$ cat config.mk
export PLATFORM = sky130hd
export DESIGN_NAME = rspu_queue
export DESIGN_NICKNAME = d
export VERILOG_FILES = /design/src/rtl/rspu_queue.sv
export SDC_FILE = /design/constraint.sdc
export NUM_CORES = 1
export LEC_CHECK = 0
export ABC_AREA = 1
export BUFFER_PORTS_ARGS = -buffer_cell sky130_fd_sc_hd__buf_2
export CAP_MARGIN = 40
export CELL_PAD_IN_SITES_DETAIL_PLACEMENT = 1
export CELL_PAD_IN_SITES_GLOBAL_PLACEMENT = 2
export CORE_MARGIN = 4
export CORE_UTILIZATION = 23
export CTS_CLUSTER_DIAMETER = 60
export DETAILED_ROUTE_END_ITERATION = 10
export PLACE_DENSITY = 0.51
export SLEW_MARGIN = 10
export SYNTH_ARGS = -nofsm -noshare
export SYNTH_HDL_FRONTEND = slang
export SYNTH_SLANG_ARGS = --single-unit
$ cat constraint.sdc
create_clock -name clk -period 1.3 [get_ports clk]
set_input_delay 0.26 -clock clk [delete_from_list [all_inputs] [get_ports clk]]
set_output_delay 0.26 -clock clk [all_outputs]
set_load 0.1 [all_outputs]
$ cat src/rtl/rspu_queue.sv
// ----------------------------------------------------------------------------
// rspu_queue
// Two-entry command queue between front and back.
// ----------------------------------------------------------------------------
module rspu_queue #(
	parameter int DW = 8
) (
	input  logic          clk,
	input  logic          arst_n,
	input  logic          push,
	input  logic [DW-1:0] push_data,
	output logic          full,
	input  logic          pop,
	output logic          q_valid,
	output logic [DW-1:0] pop_data
);

	logic [DW-1:0] mem_q [2];
	logic          wr_ptr_q, rd_ptr_q;
	logic [1:0]    cnt_q;

	always_ff @(posedge clk or negedge arst_n) begin
		if (!arst_n) begin
			wr_ptr_q <= 1'b0;
			rd_ptr_q <= 1'b0;
			cnt_q    <= 2'd0;
		end else begin
			if (push) wr_ptr_q <= ~wr_ptr_q;
			if (pop)  rd_ptr_q <= ~rd_ptr_q;
			if (push && !pop) cnt_q <= cnt_q + 2'd1;
			else if (pop && !push) cnt_q <= cnt_q - 2'd1;
		end
	end

	always_ff @(posedge clk) begin
		if (push) mem_q[wr_ptr_q] <= push_data;
	end

	assign full     = cnt_q == 2'd2;
	assign q_valid  = cnt_q != 2'd0;
	assign pop_data = mem_q[rd_ptr_q];

endmodule

-- Yosys cells after proc, flatten, opt, wreduce, memory -nomap -nowiden
Memories as Yosys holds them, arrays and structs flattened.
Index checks and enable logic that the tools add are counted.
- eq/ne operators: 1
- reductions and logical operators: 6
- multiplexer cells: 4
- bitwise operators: 2
- add/sub/neg operators: 2
- operator list (kind ; count):
    $mux W2 ; 2
    $reduce_bool A2 Y1 ; 2
    $add A2 B1 Y2 const B ; 1
    $eq A2 B2 Y1 const B ; 1
    $logic_and A1 B1 Y1 ; 2
    $logic_not A1 Y1 ; 2
    $mux W1 ; 2
    $not A1 Y1 ; 2
    $sub A2 B1 Y2 const B ; 1
- output and inout port bits: 10
- bits in writable memories: 16
- logic and storage cells: 19
- memories kept: 1
- input bits: 12
- bits in registers: 4
- memory list (name ; depth ; bits a word ; rd ports ; clocked after memory_dff ; write ports ; line ; RTL):
    mem_q ; 2 ; 8 ; 1 ; 0 ; 1 ; 18 ; logic [DW-1:0] mem_q [2];

-- Logic depth before layout (Yosys ltp)
- depth in word-level cells: 4
- mapped depth: 7
- mapped depth without buffers: 7

-- Worst setup path before layout
Ideal clock, no wire load.
- path type: register to output
- start: reg cnt_q[0]
- end: out full
- slack: -0.629 ns
- buffers on the path: 0
- stages on the path, launching flop included: 2
- arrival: 1.669 ns
- required time: 1.040 ns
- path through: dfrtp_1 -> nor2_1
- longest elaborated chain between the ends: 1
- RTL lines (element ; line ; RTL):
    start, declared ; 20 ; logic [1:0] cnt_q;
    start signal, assigned ; 30 ; if (push && !pop) cnt_q <= cnt_q + 2'd1;
    start signal, assigned ; 31 ; else if (pop && !push) cnt_q <= cnt_q - 2'd1;
    $eq A2 B2 Y1 ; 39 ; assign full = cnt_q == 2'd2;
    end, declared ; 12 ; output logic full,
No other way between the ends.

-- Worst setup path after layout
- start: reg rd_ptr_q
- end: out pop_data[0]
- longest elaborated chain between the ends: 1
- RTL lines (element ; line ; RTL):
    start, declared ; 19 ; logic wr_ptr_q, rd_ptr_q;
    start signal, assigned ; 29 ; if (pop) rd_ptr_q <= ~rd_ptr_q;
    $mem_v2 Z2 W8 ; -- ;
    end, declared ; 15 ; output logic [DW-1:0] pop_data
No other way between the ends.

==> out/qor.csv <==
stage,metric,value,unit
synthesis,sequential-to-total area share from yosys stat,0.709,
routing,DR vias,509,
routing,Post-DRT Antenna Nets,0,
clocking,Num CTS Buffers,3,
clocking,TritonCTS clock tree,done,
worst_setup_path,Worst Path Required,1.04,ns
sta,Hold Fails Final Rpt,0,
finish,area grow syn2layout,52.0,%
routing,Avg WL per Cell,12.0,um
floorplanning,Initial Util,0.241,
sta,Fmax achieved,627,MHz
finish,"most common cell after layout, fill and taps aside",edfxtp_1,
worst_setup_path,kind of critical path,reg -> out,
place,Placer Congestion,0.702,
sta,worst hold slack,0.147,ns
place,number of port buffers,21,
outcome,status,"complete, but fails checks",
global_routing,pin count of the biggest net entering global routing,12,
synthesis,Syn Inst Count,50,
routing,initial DRC count,6,
floorplanning,Die H,67.6,um
sta,Final Cycle Share,1.23,
synthesis,"Warnings, synthesis",0,
outcome,failing checks,setup timing,
finish,ANT cells,0,
worst_hold_path,Hold Path Depth,1,
routing,Routed WL,1560,um
sta,Max-slew headroom,0.762,
worst_setup_path,Critical Path Start Type,register,
synthesis,"Cell Area, Synth",818,um2
sta,Setup Skew,0.00790,ns
worst_setup_path,Crit Path Max Fanout,5,
worst_setup_path,Worst R2R Path Depth,2,
worst_hold_path,hold path startpoint,push_data[3],
routing,DR vias/cell,3.92,
sta,RSZ-0062 raised after global routing,yes,
sta,Tmin final,1.60,ns
synthesis,Synth Net Count,63,
floorplanning,io pins,22,
global_routing,first-pass GRT wire length,2600,um
finish,# nets final,98,
routing,DRC,0,
sta,final setup violation count,10,
global_routing,initial antenna violation count,0,
global_routing,total global-route track usage,0.0794,
finish,"commonest cells after routing, fill and taps aside","16 x edfxtp_1, 11 x buf_2, 10 x buf_12",
worst_hold_path,Hold Crit Class,in -> reg,
clocking,maximum clock insertion buffer count,2,
floorplanning,row count,21,
floorplanning,die width,67.6,um
floorplanning,Die ar.,4580,um2
clocking,Root Buffer,clkbuf_4,
worst_setup_path,CP Data Arrival Time,1.34,ns
clocking,H-tree depth,1,
synthesis,synthesized area per cell,16.4,um2
synthesis,Synth Register Bits,20,
global_routing,grt ovf,0,
clocking,"Clk pin slew, worst setup/hold paths",0.11,ns
routing,first-pass iteration count of the detailed router,4,
worst_setup_path,reg2reg start,wr_ptr_q$_DFFE_PN0P_,
clocking,CTS sink count,20,
synthesis,"Distinct cells, synth",12,
finish,share of post-route cells with drive strength above 1,0.560,
worst_setup_path,FF-to-FF End,mem_q[1][6]$_DFFE_PP_,
clocking,clock latency on the worst-skew pair,0.29,ns
floorplanning,core area,3390,um2
worst_setup_path,R2R setup slack,0.23,ns
worst_hold_path,Hold EP,mem_q[1][3]$_DFFE_PP_,
worst_setup_path,critical path capture point type,primary output,
sta,setup ws final,-0.295,ns
job,Max Cap Viol,0,
sta,Least-Margin Pin Slew,0.356,ns
sta,fin. max-slew vios,0,
global_routing,via count of the first global-routing pass,589,
==> repair_timing <==
| item | 4_1_cts | 5_1_grt |
|---|---|---|
| buffers inserted | 7 | 1 |
| hold buffers | 1 | 0 |
| cloned | 0 | 0 |
| pin swaps | 1 | 0 |
| setup endpoints to repair | 10 | 10 |
| resized for setup | 7 | 0 |
| hold endpoints to repair | 4 | 0 |
==> logic make-up after synthesis <==
kind of cell	after synthesis	share of synthesized area
xor gates and xnor gates	3	0.0321
buffers and inverters	8	0.0459
adders and majority gates	1	0.0153
muxes	8	0.147
DFF	20	0.709
and+or+nand+nor	10	0.0505
==> how the worst max path moves through the flow <==
stage	startpoint	to	slack (ns)	cells past startpoint
after global routing	rd_ptr_q$_DFFE_PN0P_	pop_data[4]	-0.36	3
after global placement	rd_ptr_q$_DFFE_PN0P_	pop_data[4]	-0.16	2
after CTS	rd_ptr_q$_DFFE_PN0P_	pop_data[0]	-0.32	3
after floorplan	rd_ptr_q$_DFFE_PN0P_	pop_data[0]	0.11	2
final	rd_ptr_q$_DFFE_PN0P_	pop_data[0]	-0.30	3
after detailed placement	rd_ptr_q$_DFFE_PN0P_	pop_data[0]	-0.19	2
==> critical path, cell delays in order (launching register included) <==
cell	delay, ns
dfrtp_2	0.43
buf_6	0.14
mux2_4	0.31
buf_12	0.17
==> per-layer routing <==
layer  wire length, um  vias to the layer above  share of wire  track usage
li1                  -                      240              -            -
met1               614                      250           0.39       0.0803
met2               841                       17           0.54        0.154
met3                97                        2          0.062       0.0183
met4                11                        0         0.0070       0.0304
met5                 0                        -              0            0
==> state kept, by name, summed over array words and instances (netlist names) <==
register / count
mem_q: 16
cnt_q: 2
rd_ptr_q: 1
wr_ptr_q: 1
==> metrics by stage <==
stage / TNS [ns] / setup slack (ns) / instance area [um2] / utilization / std cells
after CTS: -2.49 / -0.316 / 1240 / 0.365 / 129
after floorplan: 0 / 0.109 / 828 / - / 50
after global placement: -1.22 / -0.157 / 1140 / 0.338 / 118
after detailed placement: -1.48 / -0.191 / 1140 / 0.338 / 118
final: -2.32 / -0.295 / 1240 / 0.367 / 130
after global routing: -2.91 / -0.356 / 1240 / 0.367 / 130
==> synthesized netlist by cell type (all sizes together) <==
cell / instances / area, um2
edfxtp: 16 / 480
mux2: 8 / 120
inv: 7 / 26.3
nand2: 6 / 22.5
dfrtp: 4 / 100
nor2: 2 / 7.51
xor2: 2 / 17.5
buf: 1 / 11.3
ha: 1 / 12.5
nand3: 1 / 5.00
nand4: 1 / 6.26
xnor2: 1 / 8.76
==> area by class of cell <==
type                       instances  area, um2
clock buffer                       4       26.3
fill                             352       2150
inverter                           7       26.3
multi-input combinational         22        210
sequential                        20        583
tap                               46       57.6
timing repair buffer              31        340
Power is left out: the tool's default activity adds up to more than one toggle a clock period on the data nets, which glitch-free logic cannot reach.
