`src/rtl/rspu_pkg.sv`:
```
// ----------------------------------------------------------------------------
// rspu_pkg
// Shared types and constants for the range-sum point-update tree.
// ----------------------------------------------------------------------------
package rspu_pkg;

	// Field widths fixed by the interface
	localparam int IDX_W = 11;
	localparam int SUM_W = 32;

	// Reset value of the element count register
	localparam logic [IDX_W-1:0] RST_COUNT = 11'd1024;

	// Action codes on the request port
	localparam logic ACTION_SET   = 1'b0;
	localparam logic ACTION_QUERY = 1'b1;

	// Classified command passed from front to back
	typedef enum logic [1:0] {
		CMD_SET,
		CMD_QUERY,
		CMD_EMPTY
	} cmd_t;

	// Back-end sequencer states
	typedef enum logic [2:0] {
		ST_CLEAR,
		ST_IDLE,
		ST_UPD,
		ST_QRY,
		ST_OUT
	} state_t;

endpackage

```
`src/rtl/rspu_front.sv`:
```
// ----------------------------------------------------------------------------
// rspu_front
// Holds the element count, accepts requests, drops ignored sets, clamps
// query bounds and converts them to tree node pointers.
// ----------------------------------------------------------------------------
module rspu_front #(
	parameter int MAX_ELEMENTS = 1024
) (
	input  logic                             clk,
	input  logic                             arst_n,
	input  logic                             cfg_we,
	input  logic [rspu_pkg::IDX_W-1:0]       cfg_wdata,
	input  logic                             in_valid,
	output logic                             in_stall,
	input  logic                             action,
	input  logic [rspu_pkg::IDX_W-1:0]       position,
	input  logic signed [rspu_pkg::SUM_W-1:0] value,
	input  logic [rspu_pkg::IDX_W-1:0]       range_low,
	input  logic [rspu_pkg::IDX_W-1:0]       range_high,
	input  logic                             clearing,
	input  logic                             q_full,
	output logic                             push,
	output rspu_pkg::cmd_t                   push_cmd,
	output logic [$clog2(2*MAX_ELEMENTS):0]  push_left,
	output logic [$clog2(2*MAX_ELEMENTS):0]  push_right,
	output logic [rspu_pkg::SUM_W-1:0]       push_value
);

	localparam int NW = $clog2(2*MAX_ELEMENTS);
	localparam int PW = NW + 1;
	localparam int AW = (PW > rspu_pkg::IDX_W + 1) ? PW : rspu_pkg::IDX_W + 1;

	logic [rspu_pkg::IDX_W-1:0] cnt_q;
	logic [AW-1:0] cnt_eff, hi_c, lo_c, left_a, right_a, leaf_a;
	logic set_ok, empty;

	always_ff @(posedge clk or negedge arst_n) begin
		if (!arst_n) begin
			cnt_q <= rspu_pkg::RST_COUNT;
		end else if (cfg_we) begin
			cnt_q <= cfg_wdata;
		end
	end

	always_comb begin
		cnt_eff = (AW'(cnt_q) > AW'(MAX_ELEMENTS)) ? AW'(MAX_ELEMENTS) : AW'(cnt_q);
		lo_c    = (range_low == '0) ? AW'(1) : AW'(range_low);
		hi_c    = (AW'(range_high) > cnt_eff) ? cnt_eff : AW'(range_high);
		empty   = lo_c > hi_c;
		left_a  = AW'(MAX_ELEMENTS) + lo_c - AW'(1);
		right_a = AW'(MAX_ELEMENTS) + hi_c;
		leaf_a  = AW'(MAX_ELEMENTS) + AW'(position) - AW'(1);
		set_ok  = (position != '0) && (AW'(position) <= cnt_eff);

		in_stall   = clearing || q_full;
		push_value = value;
		if (action == rspu_pkg::ACTION_QUERY) begin
			push_cmd   = empty ? rspu_pkg::CMD_EMPTY : rspu_pkg::CMD_QUERY;
			push_left  = left_a[PW-1:0];
			push_right = right_a[PW-1:0];
			push       = in_valid && !in_stall;
		end else begin
			push_cmd   = rspu_pkg::CMD_SET;
			push_left  = leaf_a[PW-1:0];
			push_right = leaf_a[PW-1:0];
			// sets outside the active window are consumed and dropped
			push       = in_valid && !in_stall && set_ok;
		end
	end

endmodule

```
`config.mk`:
```
export PLATFORM = sky130hd
export DESIGN_NAME = rspu_front
export DESIGN_NICKNAME = d
export VERILOG_FILES = /design/src/rtl/rspu_pkg.sv /design/src/rtl/rspu_front.sv
export SDC_FILE = /design/constraint.sdc
export NUM_CORES = 1
export LEC_CHECK = 0
export ABC_AREA = 1
export BUFFER_PORTS_ARGS = -buffer_cell sky130_fd_sc_hd__buf_2
export CORE_AREA = 2 2 83 85
export CTS_BUF_LIST = sky130_fd_sc_hd__clkbuf_16
export DETAILED_ROUTE_END_ITERATION = 8
export DIE_AREA = 0 0 85 87
export PLACE_DENSITY_LB_ADDON = 0.12
export SYNTH_ARGS = -nofsm -noshare
export SYNTH_HDL_FRONTEND = slang
export SYNTH_SLANG_ARGS = --single-unit
export TNS_END_PERCENT = 1
```
`constraint.sdc`:
```
create_clock -name clk -period 2.8 [get_ports clk]
set_input_delay 0.42 -clock clk [delete_from_list [all_inputs] [get_ports clk]]
set_output_delay 0.42 -clock clk [all_outputs]
set_load 0.02 [all_outputs]
```
; ---- Yosys cells after proc, flatten, opt, wreduce, memory -nomap -nowiden
; Cells that the tools add are included.
[op_classes]
n_lt_le_gt_ge = 4
n_mux = 8
reduce_logical = 7
n_addsub = 5
[ops]
columns = op, count
row1 = $add A11 B11 Y12 const A, 3
row2 = $mux W11, 3
row3 = $mux W12, 2
row4 = $sub A12 B1 Y12 const B, 2
row5 = $gt A11 B11 Y1, 2
row6 = $gt A11 B11 Y1 const B, 1
row7 = $le A11 B11 Y1, 1
row8 = $logic_not A11 Y1, 1
row9 = $reduce_bool A11 Y1, 1
row10 = $mux W2, 2
row11 = $logic_and A1 B1 Y1, 3
row12 = $logic_not A1 Y1, 1
row13 = $logic_or A1 B1 Y1, 1
row14 = $mux W1, 1
[totals]
ff_bits = 11
elab_cells = 25

; ---- Longest topological paths before layout
[depth]
word_depth = 7
depth_mapped = 21
depth_no_buf = 21

; ---- Least setup slack after synthesis
; No wires, ideal clock.
[synth_timing]
path_kind = register to output
startpoint = register cnt_q[2] (netlist name)
endpoint = output port push_cmd[0]
arrival_ns = 2.966
stages_incl_launch_ff = 19
path_slack_ns = -0.586
path_buffers = 1
path_cell_list = dfrtp_1 nor2_1 nand3_1 o21bai_4 nand2_1 ha_1 nand2_1 inv_1 nand2_2 nor2_4 nand3b_1 buf_6 nand3_2 nand2_1 ha_1 nand4_1 nor3_1 nand4_1 a21oi_1
[synth_between]
elab_chain_len = 7
[synth_rtl]
columns = item, line
row1 = "start, declared", rspu_front.sv:33  ; logic [rspu_pkg::IDX_W-1:0] cnt_q;
row2 = "start signal, assigned", rspu_front.sv:39  ; cnt_q <= rspu_pkg::RST_COUNT;
row3 = "start signal, assigned", rspu_front.sv:41  ; cnt_q <= cfg_wdata;
row4 = $gt A11 B11 Y1, rspu_front.sv:46  ; cnt_eff = (AW'(cnt_q) > AW'(MAX_ELEMENTS)) ? AW'(MAX_ELEMENTS) : AW'(cnt_q);
row5 = $mux W11 (*), rspu_front.sv:46
row6 = $gt A11 B11 Y1, rspu_front.sv:48  ; hi_c = (AW'(range_high) > cnt_eff) ? cnt_eff : AW'(range_high);
row7 = $mux W11 (*), rspu_front.sv:48
row8 = $gt A11 B11 Y1 (*), rspu_front.sv:49  ; empty = lo_c > hi_c;
row9 = $mux W2 (*), rspu_front.sv:58  ; push_cmd = empty ? rspu_pkg::CMD_EMPTY : rspu_pkg::CMD_QUERY;
row10 = $mux W2 (*), rspu_front.sv:57  ; if (action == rspu_pkg::ACTION_QUERY) begin
row11 = "end, declared", rspu_front.sv:23  ; output rspu_pkg::cmd_t push_cmd,
; Every way passes the cells marked *; elsewhere a longest branch is shown, timed or not.

; ---- Final worst setup path
[layout_timing]
startpoint = register cnt_q[1] (netlist name)
endpoint = output port push_cmd[1]
; Same word-level chain as after synthesis.

==> metrics.csv <==
stage,metric,value,unit
clocking,CTS max path bufs,2,
detailed_routing,metal3 WL,301,um
global_routing,initial antenna violation count,0,
yosys,synthesized cell area,2640,sq um
floorplanning,die area,7400,sq um
setup_path,cell count of the worst reg-to-reg path,3,
timing,Final Max Slew Viols,0,
setup_path,Crit path required time,2380,ps
outcome,violated checks,negative setup slack,
setup_path,critical path startpoint category,flop,
clocking,clock net sink count,11,
setup_path,type of the worst setup path,flop to primary output,
yosys,library cells used by synthesis,35,
floorplanning,initial core utilization,40.2,%
setup_path,crit path capture type,primary output,
detailed_routing,DR vias,2833,
yosys,Synth Register Bits,11,
setup_path,register-to-register setup slack,1780,ps
timing,fmax,258,MHz
detailed_routing,Post-route DRC,0,
yosys,post-synth top area share,17.2,%
timing,fin crit period,3870,ps
detailed_routing,drt first pass iters,4,
global_routing,first-pass GRT wire length,11900,um
yosys,Post-synth EDFFs,0,
floorplanning,Placeable Area,6570,sq um
placed_design,post-DP HPWL,6330,um
global_routing,pin count of the biggest net entering global routing,21,
yosys,post-synth top area cell,nand2_1,
timing,setup total negative slack,-6080,ps
pwr,Pleak,2.04,nW
pwr,clock share of power,19.2,%
hold_path,worst hold path class,primary input to asynchronous set/reset pin,
detailed_routing,DRT met1 WL,3180,um
global_routing,GRT overflow,0,
yosys,top post-synthesis cells by area,"nand2_1 17%, ha_1 17%, dfrtp_1 9.5%, buf_4 9.1%, inv_1 7.4%",
setup_path,Crit Path Max Fanout,5,
layout,Largest Register,cnt_q,
yosys,register area share after synthesis,10.5,%
timing,Fin. Hold Viols,0,
clocking,clk slew on worst S/H paths,40,ps
timing,worst-margin pin slew,599,ps
global_routing,vias in the first global route,2670,
detailed_routing,met2 WL post-DR,3890,um
layout,layout cell share with drive strength beyond 1,42.6,%
setup_path,CP Launch Point,cnt_q[1],
yosys,ys flop type,dfrtp_1,
pwr,Logic pwr share,66.7,%
yosys,Syn Inst Count,414,
floorplanning,Rows,30,
yosys,Mapped Nets,532,
layout,fillcell total,661,
timing,PnR worst setup slack,-1070,ps
setup_path,WP data arrival,3450,ps
yosys,Synthesis Warnings,0,
setup_path,worst r2r dst,cnt_q[2],
clocking,root buf cell,clkbuf_16,
pwr,Peak supply drop,0.000700,V
layout,post-layout util,55.9,%
global_routing,overall global routing resource usage,19.7,%
detailed_routing,"antenna viol nets, final",0,
pwr,switching part of the total,41.3,%
timing,RSZ-0062 raised after global routing,true,
clocking,clock latency on the worst-skew pair,230,ps
pwr,Flop pwr share,14.1,%
detailed_routing,highest metal used,met4,
detailed_routing,DRT iter0 DRCs,100,
clocking,CTS Hold Bufs,0,
detailed_routing,Total Wirelength,7430,um
timing,fin crit share,138,%
layout,ant diodes,0,
floorplanning,Die Ht,87,um
run,Max Cap Viol,0,
outcome,outcome,"finished, violations left",
floorplanning,# IOs,143,
detailed_routing,number of vias per cell,4.77,
detailed_routing,DR WL/cell,12.5,um
layout,max reg flops,11,
timing,Max-slew headroom,59.8,%
pwr,Net Switching,542,uW
placed_design,Final Wtd Congestion,0.867,
yosys,syn_area_per_cell,6.38,sq um
timing,Fin Clk Skew,0,ps
pwr,Power Density,357,nW/um^2
clocking,Num CTS Buffers,3,
placed_design,Port-buffer cells,78,
layout,NumNets Final,633,
layout,Layout area overhead,39.2,%
floorplanning,Die X,85,um
placed_design,dpl ws,-789,ps
clocking,TritonCTS clock tree,yes,
setup_path,r2r startpoint,cnt_q[2],
layout,top flop regs,cnt_q (11),
timing,"Setup violations, final",15,
pwr,internal power,771,uW
clocking,H-Tree Depth,1,
yosys,ys async rst share,100,%
==> worst max-delay path by stage <==
stage | endpoint | slack [ps]
2_1_floorplan | push_cmd[0] | -480
3_3_place_gp | push_cmd[1] | -720
3_5_place_dp | push_cmd[1] | -790
4_1_cts | push_cmd[1] | -980
5_1_grt | push_cmd[1] | -1310
6_report | push_cmd[1] | -1070
==> power by group through the flow <==
stage | Clock (mW) | Combinational, mW | Sequential, mW
floorplan | 0 | 0.514 | 0.187
global placement | 0 | 0.745 | 0.186
detailed placement | 0 | 0.758 | 0.186
CTS | 0.256 | 0.768 | 0.184
global route | 0.272 | 0.976 | 0.187
finish | 0.252 | 0.877 | 0.185
==> final cells by class <==
type | instances | area, sq um | area share [%]
multi-input cells | 303 | 2080 | 56.7
well taps | 80 | 100 | 2.72
repair buffers | 143 | 936 | 25.5
clock inverters | 1 | 3.75 | 0.102
flip-flops and latches | 11 | 277 | 7.52
clock buffers | 3 | 75.1 | 2.04
inverters | 53 | 199 | 5.41
==> critical path, stage by stage, from the launching register on <==
cell and delay (ps):
dfrtp_1 380, nor2_2 130, nand3_2 140, o21bai_4 260
nand2_2 120, ha_4 280, nand2_2 50, inv_2 60
nand2_2 60, nor2_4 110, nand3b_1 200, buf_6 200
nand3_4 90, nand2_4 60, ha_4 250, nand4_1 120
nor3_2 190, nand2_1 70, nand4_1 120, nand2_1 110
nor2_4 110, buf_6 110
==> metal layers <==
layer | vias up | global-route usage [%]
met5 | - | 0
met4 | 0 | 4.33
met2 | 59 | 37.4
met3 | 8 | 1.80
met1 | 1264 | 23.9
li1 | 1502 | -
==> Yosys cell counts (2+ instances only) <==
master	n
nand2_1	121
inv_1	52
ha_1	35
buf_4	32
nand3_1	29
nor2_1	26
o21ai_0	16
a21oi_1	15
clkbuf_1	11
nand3_2	11
dfrtp_1	10
mux2_2	9
nand4_1	9
nor3_1	4
nand2_2	3
nor2_4	3
xnor2_1	3
xor2_1	3
and2_1	2
buf_2	2
buf_6	2
nand3b_1	2
o21ai_1	2
==> cell families (layout without fill, tap and decap cells) <==
| kind of cell | Yosys count | in the layout | share of synthesized area (%) |
|---|---|---|---|
| buffers and inverters | 101 | 200 | 20.2 |
| adders and majority gates | 35 | 35 | 16.6 |
| muxes | 9 | 9 | 3.84 |
| xor gates and xnor gates | 6 | 6 | 1.99 |
| AOI/OAI and AO/OA | 37 | 38 | 7.87 |
| and+or+nand+nor | 215 | 215 | 39.1 |
| DFF | 11 | 11 | 10.5 |
==> metrics by stage <==
step                      power [mW]  std cells  area [sq um]  hold WS [ps]
final                           1.31        594          3670          40.9
after global routing            1.44        594          3670          55.7
after CTS                       1.21        587          3370          50.7
after detailed placement       0.944        582          3260           297
after global placement         0.931        582          3260           295
after floorplan                0.700        414          2660           124
==> cells in the final DEF (no fill, tap or decap), types with 4 or more instances in the layout <==
master   synthesis  layout
nand2_1        121     103
buf_2            2      69
buf_4           32      67
inv_1           52      50
nand3_1         29      27
ha_1            35      27
nor2_1          26      22
nand2_2          3      16
o21ai_0         16      15
a21oi_1         15      13
nand3_2         11      10
dfrtp_1         10      10
nand4_1          9       9
mux2_2           9       9
ha_4             0       8
buf_6            2       6
nor2_4           3       5
nand2_4          0       5
nand3_4          1       4
==> timing repair <==
item / CTS / global route
cloned: 1 / 0
setup buffers: 0 / 7
gates resized for setup: 5 / 56
setup endpoints to repair: 15 / 15
pin swaps: 1 / 31
(Power assumes the default switching activity.)
